**config.mk**
```make
export PLATFORM = sky130hd
export DESIGN_NAME = sfr_mag
export DESIGN_NICKNAME = d
export VERILOG_FILES = /design/src/hdl/sfr_pkg.sv /design/src/hdl/sfr_mag.sv
export SDC_FILE = /design/constraint.sdc
export NUM_CORES = 2
export LEC_CHECK = 0
export BUFFER_PORTS_ARGS = -buffer_cell sky130_fd_sc_hd__clkbuf_2
export CAP_MARGIN = 20
export CORE_MARGIN = 3
export CORE_UTILIZATION = 35
export DETAILED_ROUTE_END_ITERATION = 6
export GPL_TIMING_DRIVEN = 0
export PLACE_DENSITY_LB_ADDON = 0.2
export SYNTH_ARGS = -nofsm -noshare
export SYNTH_HDL_FRONTEND = slang
export SYNTH_SLANG_ARGS = --single-unit
```
**constraint.sdc**
```tcl
create_clock -name clk -period 8.74 [get_ports clk]
set_clock_uncertainty 0.2 [all_clocks]
set_input_delay 0 -clock clk [delete_from_list [all_inputs] [get_ports clk]]
set_output_delay 0 -clock clk [all_outputs]
set_load 0.02 [all_outputs]
```
**src/hdl/sfr_pkg.sv**
```systemverilog
// Shared types, widths and register codes for the spectral frequency remap unit.
// No dependencies; every other file in hdl/ imports this package.
`timescale 1ns / 1ps
`default_nettype none

package sfr_pkg;

  localparam int DATA_WIDTH     = 24;
  localparam int COEF_FRAC_BITS = 16;
  localparam int COEF_W         = COEF_FRAC_BITS + 2;
  localparam int ROW_W          = 3 * COEF_W;
  localparam int LAM_W          = 48;

  // matrix datapath
  localparam int PROD_W = COEF_W + DATA_WIDTH;
  localparam int SUM_W  = PROD_W + 2;

  // squared magnitude
  localparam int SQ_W    = 2 * DATA_WIDTH;
  localparam int SUMSQ_W = SQ_W + 1;
  localparam int CMP_W   = (SUMSQ_W > LAM_W) ? SUMSQ_W : LAM_W;

  // square root: two root bits per pipeline stage
  localparam int ROOT_W    = LAM_W / 2;
  localparam int REM_W     = ROOT_W + 4;
  localparam int SQ_STAGES = ROOT_W / 2;
  localparam int ZW        = (ROOT_W > DATA_WIDTH) ? ROOT_W : DATA_WIDTH;

  // configuration port
  localparam int CFG_IDX_W  = 3;
  localparam int CFG_DATA_W = (ROW_W > LAM_W) ? ROW_W : LAM_W;

  typedef enum logic [CFG_IDX_W-1:0] {
    REG_MODE   = 3'd0,
    REG_ROW_X  = 3'd1,
    REG_ROW_Y  = 3'd2,
    REG_OFF_X  = 3'd3,
    REG_OFF_Y  = 3'd4,
    REG_LAMBDA = 3'd5
  } cfg_reg_t;

  typedef enum logic {
    MODE_MATRIX = 1'b0,
    MODE_SHIFT  = 1'b1
  } xform_mode_t;

  localparam logic [ROW_W-1:0] ROW_X_RST = ROW_W'(1) << COEF_FRAC_BITS;
  localparam logic [ROW_W-1:0] ROW_Y_RST = ROW_W'(1) << (COEF_W + COEF_FRAC_BITS);
  localparam logic [LAM_W-1:0] LAM_RST   = LAM_W'(1) << (LAM_W / 2);

  typedef struct packed {
    xform_mode_t                   mode;
    logic        [ROW_W-1:0]       row_x;
    logic        [ROW_W-1:0]       row_y;
    logic signed [DATA_WIDTH-1:0]  off_x;
    logic signed [DATA_WIDTH-1:0]  off_y;
    logic        [LAM_W-1:0]       lam;
  } cfg_t;

  typedef struct packed {
    logic signed [DATA_WIDTH-1:0] fx;
    logic signed [DATA_WIDTH-1:0] fy;
  } xy_t;

endpackage

`default_nettype wire

```
**src/hdl/sfr_mag.sv**
```systemverilog
// Squared magnitude, evanescent test and remaining squared frequency.
// Two register stages; drops evanescent words. Depends on sfr_pkg.
`timescale 1ns / 1ps
`default_nettype none

module sfr_mag import sfr_pkg::*; (
  input  wire logic              clk,
  input  wire logic              rst_n,
  input  wire logic [LAM_W-1:0]  lam,
  input  wire logic              xf_valid,
  output      logic              xf_ready,
  input  wire xy_t               xf_word,
  output      logic              mg_valid,
  input  wire logic              mg_ready,
  output      xy_t               mg_word,
  output      logic [LAM_W-1:0]  mg_rad
);

  // stage C: squares
  logic                   vc_r;
  xy_t                    word_c_r;
  logic [SQ_W-1:0]        sqx_r;
  logic [SQ_W-1:0]        sqy_r;
  logic [DATA_WIDTH-1:0]  ax;
  logic [DATA_WIDTH-1:0]  ay;
  logic [SQ_W-1:0]        sqx_nxt;
  logic [SQ_W-1:0]        sqy_nxt;

  // stage D: remainder under 1/lambda^2
  logic                   vd_r;
  xy_t                    word_d_r;
  logic [LAM_W-1:0]       rad_r;
  logic [SUMSQ_W-1:0]     s_sum;
  logic                   keep;
  logic [CMP_W-1:0]       diff;
  logic [LAM_W-1:0]       rad_nxt;

  logic adv_c;
  logic adv_d;

  assign adv_d    = !vd_r || mg_ready;
  assign adv_c    = !vc_r || adv_d;
  assign xf_ready = adv_c;

  always_comb begin
    // the most negative value maps to its unsigned magnitude
    ax      = xf_word.fx[DATA_WIDTH-1] ? DATA_WIDTH'(-xf_word.fx) : DATA_WIDTH'(xf_word.fx);
    ay      = xf_word.fy[DATA_WIDTH-1] ? DATA_WIDTH'(-xf_word.fy) : DATA_WIDTH'(xf_word.fy);
    sqx_nxt = SQ_W'(ax) * SQ_W'(ax);
    sqy_nxt = SQ_W'(ay) * SQ_W'(ay);
  end

  always_comb begin
    s_sum   = SUMSQ_W'(sqx_r) + SUMSQ_W'(sqy_r);
    keep    = CMP_W'(s_sum) <= CMP_W'(lam);
    diff    = CMP_W'(lam) - CMP_W'(s_sum);
    rad_nxt = diff[LAM_W-1:0];
  end

  always_ff @(posedge clk) begin
    if (!rst_n) begin
      vc_r <= 1'b0;
      vd_r <= 1'b0;
    end else begin
      if (adv_c) begin
        vc_r <= xf_valid;
      end
      if (adv_d) begin
        // drop evanescent words here
        vd_r <= vc_r && keep;
      end
    end
  end

  always_ff @(posedge clk) begin
    if (adv_c) begin
      word_c_r <= xf_word;
      sqx_r    <= sqx_nxt;
      sqy_r    <= sqy_nxt;
    end
    if (adv_d) begin
      word_d_r <= word_c_r;
      rad_r    <= rad_nxt;
    end
  end

  assign mg_valid = vd_r;
  assign mg_word  = word_d_r;
  assign mg_rad   = rad_r;

endmodule

`default_nettype wire

```
==> metrics.yaml <==
violations: "setup timing"
synthDominantAreaCellType: "sky130_fd_sc_hd__fa_1"
worstReg2RegEnd: "mg_rad[47]$_DFFE_PP_"
synth-warning-count: 0
clock_sink_count: 238
io_buffers: 197
wl_per_cell_um: 19.6
postPlaceCellArea_um2: 49200
min_path_cells: 4
synth_cell_types: 70
clk_pin_slew_ns: 0.06
period_minus_slack_ns: 8.85
post_synth.cell_area_avg_um2: 9.52
die_area_um2: 134000
drv.max_cap_violation_count: 0
worst_slack_ns: -0.107
floorplan.core_area_um2: 128000
flow.area_growth_from_synthesis_pct: 19.1
placed_instances: 6756
initial_core_util_pct: 35.5
critical_path.slowest_cell: "sky130_fd_sc_hd__or4_4"
final-hold-violation-count: 0
worstHoldEndpoint: "mg_rad[45]$_DFFE_PP_"
tritoncts_clock_tree: "yes"
clock_insertion_delay_at_the_later_pin_of_the_skew_report_ns: 0.60
synthDominantCellAreaShare_pct: 37.2
async_flop_share_pct: 0
rows: 131
clk_root_buffer_cell: "sky130_fd_sc_hd__clkbuf_16"
ctsHtreeMaxLevel: 2
filler_free_cell_count_of_the_finished_design: 7046
die_width_um: 367
rsz_0062_raised_after_global_routing: "yes"
slew_headroom_pct: 26.0
startpoint_type: "primary input"
drtPass1Iterations: 5
io_pins: 198
ys.flop_type: "sky130_fd_sc_hd__edfxtp_1"
run_status: "finished with violations"
dr_total_vias: 34200
timing.critical_path.mode_cell: "sky130_fd_sc_hd__fa_1"
place_worst_setup_slack_ns: -3.03
wl_mm: 138
route.detailed.vias_per_inst: 4.85
grt_start_max_net_pins: 72
post_route_cells_drive_above_1_share_pct: 13.2
critical_path_required_ns: 8.85
design.final.nets: 6712
gate_count_post_synth: 4783
setup_viol_count_final: 6
worst_hold_path_type: "in -> reg"
fmax_ghz: 0.113
mappedNetlistArea_um2: 45500
slew_violations: 0
first_global_vias: 36000
drt-initial-drc-count: 2308
critPathKind: "in -> reg"
cts_inserted_buffers: 36
synth_commonest_cells: "sky130_fd_sc_hd__inv_1 (1,281), sky130_fd_sc_hd__fa_1 (846), sky130_fd_sc_hd__ha_1 (484)"
yosys_register_bits: 238
netlist_top_cells_area: "sky130_fd_sc_hd__fa_1 (37%), sky130_fd_sc_hd__edfxtp_1 (16%), sky130_fd_sc_hd__ha_1 (13%), sky130_fd_sc_hd__inv_1 (11%), sky130_fd_sc_hd__nand2_1 (3.3%)"
number_of_antenna_violations_at_the_first_check_in_global_routing: 15
synth_enable_flop_cells: 236
total_non_filler_cell_area_in_the_finished_layout_um2: 54200
hold_path_startpoint: "lam[45]"
ff2ff_path_depth: 26
synth.most_common_cell: "sky130_fd_sc_hd__inv_1"
worst_tran_pin_value_ns: 1.11
wire_length_of_the_first_global_routing_pass_mm: 212
grt_util_all_layers_pct: 20.7
cts_max_path_buffers: 3
dieHeight_um: 367
global_route.overflow_total: 0
crit-reg2reg-launch: "sqy_r[3]$_DFFE_PP_"
whs_ns: 0.0357
worst-path-max-fanout: 4
antenna_left: 0
ff2ff_setup_slack_ns: 1.01
critical_path_arrival_ns: 8.96
synth-seq-area-share_pct: 15.7
dpl.hpwl_mm: 114
crit_path_capture_type: "register"
detail_route.drc_violations: 0
routabilityCongestion: 0.925
slowest_delay_ns: 0.57
fin_crit_sh_pct: 101
[kinds of logic (layout without fill, tap and decap cells)]
group / Yosys count / count (layout) / synth area share, %
mux: 2 / 2 / 0.0440
other cells: 2 / 43 / 0.0165
buf+inv: 1420 / 1913 / 11.7
simple gates: 942 / 942 / 8.91
xor+xnor: 242 / 242 / 4.67
fa+ha+maj: 1330 / 1330 / 50.5
flops: 238 / 238 / 15.7
compound gates: 607 / 607 / 8.50
[per-stage QoR]
stage          util [%]  setup TNS (ns)
2_1_floorplan         -         -0.0449
3_3_place_gp       38.2         -153.33
3_5_place_dp       38.3         -141.64
4_1_cts            41.2          -0.230
5_1_grt            42.2           -2.53
6_report           42.2          -0.419
[per-layer routing]
layer  up-vias  routed length, µm  track usage (%)
met5         -                 13                0
met4         2               2450             3.54
met3       144              11300             4.28
met2      1005              63800             33.3
met1     17300              60600             29.0
li1      15700                  -                -
[what timing repair did]
action | in CTS | in global routing
endpoints found under the setup margin | 70 | 33
resized for setup | 225 | 249
gates cloned | 0 | 0
endpoints found under the hold margin | 103 | 2
setup buffers | 66 | 59
hold buffers | 107 | 2
pin swaps | 58 | 94
[worst max-delay path, delay by kind of cell]
family	cells	cell delay, ns
adder cells (fa/ha/maj)	8	3.87
AND/OR/NAND/NOR	7	2.39
AO/OA/AOI/OAI	8	1.74
buffers and inverters	8	0.66
XOR/XNOR	2	0.29
[worst max-delay path by stage]
stage,startpoint,endpoint,slack (ns)
3_5_place_dp,xf_word[24],sqx_r[46]$_DFFE_PP_,-3.03
3_3_place_gp,xf_word[0],sqy_r[44]$_DFFE_PP_,-3.07
2_1_floorplan,xf_word[33],sqx_r[46]$_DFFE_PP_,-0.04
5_1_grt,xf_word[8],sqy_r[44]$_DFFE_PP_,-0.32
6_report,xf_word[8],sqy_r[44]$_DFFE_PP_,-0.11
4_1_cts,xf_word[34],sqx_r[46]$_DFFE_PP_,-0.10
[flip-flops by register name, indices dropped and copies added, names as in the netlist]
name and flops:
vc_r 1, sqx_r 46, word_c_r 48, mg_word 48, mg_rad 48, sqy_r 46, mg_valid 1
[layout make-up]
class	instances	area [µm²]
Timing Repair Buffer	445	3340
Clock buffer	38	908
Multi-Input combinational cell	3157	34700
Tap cell	1729	2160
Buffer	114	746
Inverter	1290	4890
Antenna cell	9	22.5
Clock inverter	26	302
Fill cell	12700	74100
Sequential cell	238	7130
[cell usage in the layout, fill, tap and decap left out, drive strengths merged, types with 23 or more instances in the layout]
master	n
conb	34
o31ai	23
clkbuf	315
nand3	52
a21oi	192
xor2	99
nand2	397
nand2b	23
buf	172
a21o	124
nor2	329
fa	846
xnor2	143
edfxtp	236
nand4	36
o21ai	108
inv	1287
ha	484
dlygate4sd3	109
Power is not shown: default switching activity piles up to over one toggle a cycle in this logic, so the estimate is an artifact.
