[src/hdl/sfr_pkg.sv]
// Shared types, widths and register codes for the spectral frequency remap unit.
// No dependencies; every other file in hdl/ imports this package.
`timescale 1ns / 1ps
`default_nettype none

package sfr_pkg;

  localparam int DATA_WIDTH     = 24;
  localparam int COEF_FRAC_BITS = 16;
  localparam int COEF_W         = COEF_FRAC_BITS + 2;
  localparam int ROW_W          = 3 * COEF_W;
  localparam int LAM_W          = 48;

  // matrix datapath
  localparam int PROD_W = COEF_W + DATA_WIDTH;
  localparam int SUM_W  = PROD_W + 2;

  // squared magnitude
  localparam int SQ_W    = 2 * DATA_WIDTH;
  localparam int SUMSQ_W = SQ_W + 1;
  localparam int CMP_W   = (SUMSQ_W > LAM_W) ? SUMSQ_W : LAM_W;

  // square root: two root bits per pipeline stage
  localparam int ROOT_W    = LAM_W / 2;
  localparam int REM_W     = ROOT_W + 4;
  localparam int SQ_STAGES = ROOT_W / 2;
  localparam int ZW        = (ROOT_W > DATA_WIDTH) ? ROOT_W : DATA_WIDTH;

  // configuration port
  localparam int CFG_IDX_W  = 3;
  localparam int CFG_DATA_W = (ROW_W > LAM_W) ? ROW_W : LAM_W;

  typedef enum logic [CFG_IDX_W-1:0] {
    REG_MODE   = 3'd0,
    REG_ROW_X  = 3'd1,
    REG_ROW_Y  = 3'd2,
    REG_OFF_X  = 3'd3,
    REG_OFF_Y  = 3'd4,
    REG_LAMBDA = 3'd5
  } cfg_reg_t;

  typedef enum logic {
    MODE_MATRIX = 1'b0,
    MODE_SHIFT  = 1'b1
  } xform_mode_t;

  localparam logic [ROW_W-1:0] ROW_X_RST = ROW_W'(1) << COEF_FRAC_BITS;
  localparam logic [ROW_W-1:0] ROW_Y_RST = ROW_W'(1) << (COEF_W + COEF_FRAC_BITS);
  localparam logic [LAM_W-1:0] LAM_RST   = LAM_W'(1) << (LAM_W / 2);

  typedef struct packed {
    xform_mode_t                   mode;
    logic        [ROW_W-1:0]       row_x;
    logic        [ROW_W-1:0]       row_y;
    logic signed [DATA_WIDTH-1:0]  off_x;
    logic signed [DATA_WIDTH-1:0]  off_y;
    logic        [LAM_W-1:0]       lam;
  } cfg_t;

  typedef struct packed {
    logic signed [DATA_WIDTH-1:0] fx;
    logic signed [DATA_WIDTH-1:0] fy;
  } xy_t;

endpackage

`default_nettype wire

[src/hdl/sfr_sqrt.sv]
// Pipelined integer square root, two root bits per stage; last stage is the output register.
// Carries the transformed components alongside. Depends on sfr_pkg.
`timescale 1ns / 1ps
`default_nettype none

module sfr_sqrt import sfr_pkg::*; (
  input  wire logic                          clk,
  input  wire logic                          rst_n,
  input  wire logic                          mg_valid,
  output      logic                          mg_ready,
  input  wire xy_t                           mg_word,
  input  wire logic [LAM_W-1:0]              mg_rad,
  output      logic                          out_valid,
  input  wire logic                          out_stall,
  output      logic signed [DATA_WIDTH-1:0]  out_x,
  output      logic signed [DATA_WIDTH-1:0]  out_y,
  output      logic [DATA_WIDTH-1:0]         out_z
);

  localparam int TRIAL_W = REM_W + 1;

  typedef struct packed {
    logic [REM_W-1:0]  rem;
    logic [ROOT_W-1:0] root;
  } sq_state_t;

  function automatic sq_state_t sq_step(
    input sq_state_t  st,
    input logic [1:0] bits
  );
    logic [REM_W-1:0]   shifted;
    logic [TRIAL_W-1:0] trial;
    sq_state_t          res;
    shifted = {st.rem[REM_W-3:0], bits};
    trial   = {1'b0, shifted} - TRIAL_W'({st.root, 2'b01});
    if (!trial[TRIAL_W-1]) begin
      res.rem  = trial[REM_W-1:0];
      res.root = {st.root[ROOT_W-2:0], 1'b1};
    end else begin
      res.rem  = shifted;
      res.root = {st.root[ROOT_W-2:0], 1'b0};
    end
    sq_step = res;
  endfunction

  logic              v_r    [SQ_STAGES];
  xy_t               word_r [SQ_STAGES];
  logic [LAM_W-1:0]  rad_r  [SQ_STAGES];
  sq_state_t         st_r   [SQ_STAGES];
  logic [LAM_W-1:0]  rad_nxt [SQ_STAGES];
  sq_state_t         st_nxt  [SQ_STAGES];
  logic              adv    [SQ_STAGES+1];
  logic [ZW-1:0]     root_ext;

  always_comb begin
    adv[SQ_STAGES] = !out_stall;
    for (int k = SQ_STAGES - 1; k >= 0; k--) begin
      adv[k] = !v_r[k] || adv[k + 1];
    end
  end

  assign mg_ready = adv[0];

  always_comb begin
    sq_state_t  src;
    logic [LAM_W-1:0] rad_in;
    for (int k = 0; k < SQ_STAGES; k++) begin
      if (k == 0) begin
        src.rem  = '0;
        src.root = '0;
        rad_in   = mg_rad;
      end else begin
        src    = st_r[k - 1];
        rad_in = rad_r[k - 1];
      end
      st_nxt[k]  = sq_step(sq_step(src, rad_in[LAM_W-1 -: 2]), rad_in[LAM_W-3 -: 2]);
      rad_nxt[k] = rad_in << 4;
    end
  end

  always_ff @(posedge clk) begin
    if (!rst_n) begin
      for (int k = 0; k < SQ_STAGES; k++) begin
        v_r[k] <= 1'b0;
      end
    end else begin
      for (int k = 0; k < SQ_STAGES; k++) begin
        if (adv[k]) begin
          v_r[k] <= (k == 0) ? mg_valid : v_r[k - 1];
        end
      end
    end
  end

  always_ff @(posedge clk) begin
    for (int k = 0; k < SQ_STAGES; k++) begin
      if (adv[k]) begin
        word_r[k] <= (k == 0) ? mg_word : word_r[k - 1];
        rad_r[k]  <= rad_nxt[k];
        st_r[k]   <= st_nxt[k];
      end
    end
  end

  // clamp the root to the output width
  always_comb begin
    root_ext = ZW'(st_r[SQ_STAGES-1].root);
    if (root_ext > ZW'({DATA_WIDTH{1'b1}})) begin
      out_z = '1;
    end else begin
      out_z = root_ext[DATA_WIDTH-1:0];
    end
  end

  assign out_valid = v_r[SQ_STAGES-1];
  assign out_x     = word_r[SQ_STAGES-1].fx;
  assign out_y     = word_r[SQ_STAGES-1].fy;

endmodule

`default_nettype wire

[config.mk]
export PLATFORM = sky130hd
export DESIGN_NAME = sfr_sqrt
export DESIGN_NICKNAME = d
export VERILOG_FILES = /design/src/hdl/sfr_pkg.sv /design/src/hdl/sfr_sqrt.sv
export SDC_FILE = /design/constraint.sdc
export NUM_CORES = 2
export LEC_CHECK = 0
export BUFFER_PORTS_ARGS = -buffer_cell sky130_fd_sc_hd__buf_4
export CAP_MARGIN = 0
export CORE_ASPECT_RATIO = 0.75
export CORE_UTILIZATION = 60
export CTS_CLUSTER_SIZE = 8
export DETAILED_ROUTE_END_ITERATION = 10
export GPL_TIMING_DRIVEN = 0
export PLACE_DENSITY_LB_ADDON = 0.25
export REMOVE_ABC_BUFFERS = 1
export SYNTH_ARGS = -nofsm -noshare
export SYNTH_HDL_FRONTEND = slang
export SYNTH_SLANG_ARGS = --single-unit
[constraint.sdc]
create_clock -name clk -period 7.4 [get_ports clk]
set_input_delay 0 -clock clk [delete_from_list [all_inputs] [get_ports clk]]
set_output_delay 0 -clock clk [all_outputs]
set_load 0.005 [all_outputs]
==> impl_summary.txt <==
----------------------------------------------------
[Pwr]
  VDD IR max ... 0.000341 V
  Pwr per Cell Area ... 311 nW/um^2
  Share of power burned in the clock network ... about a third
  Power, Total ... 22.4 mW
  Net Switching ... 6.86 mW
  Switching share of power ... 30.6%
  Internal power ... between 15 and 20 mW
  Comb pwr share ... 23.3%
  Relative contribution of sequential cells to total power ... 43.4%
  Leakage power summed over all cells ... approximately 30 nW

[Routing]
  Total wirelength of the detailed-routed design ... 148000 um
  Final routed wire length divided by cell count ... 21.8 um
  Via total after detailed routing ... 41100
  Routed Antenna Nets ... 0
  Total length of routed met3 wires ... 10900 um
  Residual DRC count ... 0
  Initial detailed-routing violation count ... 3960
  TritonRoute pass-1 iters ... 6
  Post-detailed-route via-to-cell ratio ... 6.08
  Routed met1 length ... 68500 um
  Highest Signal Layer ... met4
  Met2 wire len ... 65200 um

[Logic synthesis]
  Number of synthesized flops with an enable pin ... about 1300
  Yosys warning count ... 0
  Mapped Area ... 62500 sq um
  Compound-gate portion of the synthesized area ... 11.3%
  FF+latch count, synth ... 1275
  Mux share of post-synthesis cell area ... 1.32%
  Synth Area per Inst ... about 13 sq um
  Count of cell types in the netlist ... about 120
  Seq/Total Area, Yosys ... between 60% and 70%
  Post-Synthesis Cells ... 4980
  Flip-flop cell with the highest count after synthesis ... edfxtp_1
  Combinational family with the most area after synthesis ... simple AND/OR/NAND/NOR gates
  Proportion of synthesized flip-flops having asynchronous set or reset ... 0%
  Adder-cell share of the synthesized area ... 5.98%
  Xor/xnor cell area share of the yosys netlist ... under 10%
  Simple-Gate Fraction of Synth Area ... 11.5%

[CTS]
  Clock latency on the worst-skew pair ... 0.82 ns
  Clock tree from TritonCTS ... done
  Root Driver ... clkbuf_16
  TritonCTS sink count ... 1275
  Max H-tree Level ... 4
  CTS clock-pin slew for the worst setup and hold paths ... roughly 0.05 ns
  CTS buffer count ... around 180
  CTS Buffer Depth ... 3
  # Post-CTS Setup Buffers ... 0

[Placement]
  I/O Buffers ... 173
  Cell Count Post-Placement ... 6342
  Last weighted congestion value of the routability-driven placer ... 0.965
  HPWL reported at the end of detailed placement ... 95400 um

[Global routing]
  Final global-route overflow total ... 0
  First-pass GRT wire length ... 227000 um
  GRT Overall Usage ... 27.9%
  Number of global-route vias before repair ... between 30000 and 40000
  Maximum number of pins on one net before global-route repair ... 84
  Number of antenna violations at the first check in global routing ... 9

[Critical path]
  Cells along the critical path ... inv_1 -> ha_1 -> nor2b_1 -> o2111ai_1 -> and2_1 -> o211ai_1 -> buf_4 -> clkinv_1 -> ha_1 -> nand3b_1 -> a2111oi_0 -> clkbuf_2 -> a211oi_1 -> a221oi_1 -> a21oi_1 -> and3_1 -> a211oi_2 -> nand4_1 -> xor2_1
  Critical-path maximum fanout ... 16
  Required time worst endpoint ... 7.91 ns
  Critical path capture point type ... flop
  Largest delay contributor family on the critical path ... compound AO/OA/AOI/OAI gates
  Critical path's most frequent cell ... ha_1
  Critical path buffers and inverters ... 4
  Slowest stage delay, CP ... 0.70 ns
  Cell at the slowest stage of the critical path ... a211oi_2
  Endpoint of the worst register-to-register path ... st_r[5][43]$_DFFE_PP_
  Startpoint-to-endpoint class of the critical path ... reg -> reg
  R2r startpoint ... st_r[4][0]$_DFFE_PP_
  R2r worst-path depth ... 19
  Total stage count of the critical path ... 19
  Kind of launch point of the worst setup path ... flop
  CP Data Arrival Time ... ~7.8 ns
  FF-to-FF setup slack ... 0.16 ns

[STA]
  Transition at the pin with the smallest max-transition slack ... between 1 and 1.5 ns
  Unrepaired setup endpoints after global routing ... no
  Finish-stage setup viols ... 0
  Shortest clock period the worst path allows after layout ... 7.24 ns
  Setup clock skew after layout ... 0.0948 ns
  Max-slew violation count ... 0
  Hold slack final ... 0.0482 ns
  Number of failing hold endpoints at the final stage ... 0
  Max-slew headroom ... between 20% and 30%
  Upper clock frequency limit ... 138 MHz
  Total negative slack for setup checks ... 0 ns
  Final period util ... a little over nine tenths

[Job]
  Max Cap Violations ... 0

[Final layout]
  Share of final-layout standard cells stronger than drive strength 1 ... approximately a tenth
  Final cell count without fillers ... 6759
  Area Overhead vs Synth ... 15.1%
  Final layout net count ... 5765

[Worst hold path]
  Worst min-delay path startpoint ... mg_word[8]
  Worst min path class ... in -> reg
  Worst Hold Path EP ... word_r[0][8]$_DFFE_PP_
  Hold depth ... 2

[Floorplan]
  Core Region ... 103000 sq um
  Die area ... 106000 sq um
  Initial cell density of the core ... 60.6%
  Die Span Y ... 282 um
  Number of rows in the core area ... 102
  Die extent in x ... 375 um
  I/O pin count ... roughly 170

[Run status]
  Status ... complete, no violations

----------------------------------------------------
-- cell type report --
| type | instances | area, sq um |
|---|---|---|
| timing repair inverter | 2 | 10.0 |
| sequential | 1275 | 38300 |
| multi-input combinational | 3262 | 22400 |
| timing repair buffer | 381 | 3590 |
| clock inverter | 18 | 463 |
| inverter | 267 | 1030 |
| clock buffer | 197 | 4530 |
| antenna | 5 | 12.5 |
| tap | 1352 | 1690 |
| fill | 6829 | 31300 |
-- layout by cell type (no fill, tap or decap), drive strengths merged, types with 25 or more instances in the layout --
master	count
ha	298
dlygate4sd3	192
o211ai	33
or4	25
clkbuf	198
nor4	49
nand4	43
o21bai	39
nor2	359
buf	188
or3	40
edfxtp	1274
o21ai	240
o21a	51
mux2	46
xor2	126
nand2b	58
a31oi	30
and3	56
nor3	105
a21oi	340
nand2	351
inv	264
or2	31
nor2b	42
and2	39
nand3	104
o31ai	35
a21o	124
mux2i	28
xnor2	267
-- metrics by stage --
stage | utilization [%] | area [sq um] | worst slack (ns)
floorplan | - | 61600 | 0.787
detailed placement | 62.9 | 65000 | -0.840
CTS | 69.7 | 71900 | 0.0864
global placement | 62.5 | 64600 | -1.36
global route | 69.7 | 72000 | 0.00704
finish | 69.7 | 72000 | 0.160
-- power by group through the flow --
stage,clock network [mW],logic (mW),registers [mW]
6_report,7.45,5.20,9.71
5_1_grt,7.86,5.74,9.79
4_1_cts,7.50,5.09,9.68
3_5_place_dp,0,4.93,9.79
3_3_place_gp,0,4.85,9.76
2_1_floorplan,0,3.87,9.52
-- worst max path at each step --
| stage | start | to | slack (ns) |
|---|---|---|---|
| 2_1_floorplan | v_r[2][3]$_DFFE_PP_ | v_r[0][1]$_SDFFCE_PN0P_ | 0.79 |
| 3_3_place_gp | v_r[2][3]$_DFFE_PP_ | v_r[0][1]$_SDFFCE_PN0P_ | -1.36 |
| 3_5_place_dp | st_r[8][7]$_DFFE_PP_ | st_r[9][35]$_DFFE_PP_ | -0.84 |
| 4_1_cts | st_r[4][0]$_DFFE_PP_ | st_r[5][43]$_DFFE_PP_ | 0.09 |
| 5_1_grt | st_r[7][13]$_DFFE_PP_ | st_r[8][34]$_DFFE_PP_ | 0.007 |
| 6_report | st_r[4][0]$_DFFE_PP_ | st_r[5][43]$_DFFE_PP_ | 0.16 |
-- Yosys cell counts (15+ instances only) --
| cell type | count | area, sq um |
|---|---|---|
| edfxtp_1 | 1274 | 38300 |
| nor2_1 | 357 | 1340 |
| nand2_1 | 349 | 1310 |
| a21oi_1 | 338 | 1690 |
| ha_1 | 298 | 3730 |
| xnor2_1 | 266 | 2330 |
| inv_1 | 258 | 968 |
| o21ai_0 | 227 | 1140 |
| xor2_1 | 126 | 1100 |
| a21o_1 | 124 | 931 |
| nand3_1 | 100 | 500 |
| nor3_1 | 100 | 500 |
| clkbuf_1 | 88 | 330 |
| nand2b_1 | 58 | 363 |
| and3_1 | 56 | 350 |
| buf_4 | 52 | 390 |
| o21a_1 | 51 | 383 |
| nand4_1 | 42 | 263 |
| nor2b_1 | 42 | 263 |
| nor4_1 | 41 | 257 |
| o21bai_1 | 39 | 293 |
| and2_1 | 38 | 238 |
| or3_1 | 38 | 238 |
| o31ai_1 | 34 | 255 |
| mux2_2 | 31 | 349 |
| a31oi_1 | 30 | 188 |
| o211ai_1 | 30 | 225 |
| or2_2 | 29 | 181 |
| mux2i_1 | 28 | 280 |
| buf_2 | 24 | 120 |
| a211oi_1 | 21 | 158 |
| or4_1 | 19 | 143 |
| a21boi_0 | 17 | 128 |
| nand3b_1 | 17 | 128 |
| nand4b_1 | 15 | 131 |
-- cell families after synthesis --
| kind of cell | count (synthesis) |
|---|---|
| and+or+nand+nor | 1398 |
| DFF | 1275 |
| AOI/OAI and AO/OA | 1096 |
| buffers and inverters | 444 |
| xor gates and xnor gates | 393 |
| adders and majority gates | 299 |
| muxes | 74 |
| other | 1 |
-- layer usage --
layer,vias to the layer above,GRT usage (%)
li1,19400,-
met1,19800,41.3
met2,1674,42.7
met3,267,4.57
met4,0,8.20
met5,-,0
-- registers in the layout, indices dropped and copies added, names as in the netlist --
signal	flops
word_r	576
rad_r	264
st_r	423
v_r	12
-- what timing repair did --
| item | CTS | global route |
|---|---|---|
| endpoints found under the setup margin | 49 | 37 |
| endpoints found under the hold margin | 181 | 0 |
| hold buffers | 192 | 0 |
| pin swaps | 1 | 0 |
| gates resized for setup | 7 | 6 |
| gates cloned | 2 | 1 |
Note: power is estimated with default switching activity, not from simulation.
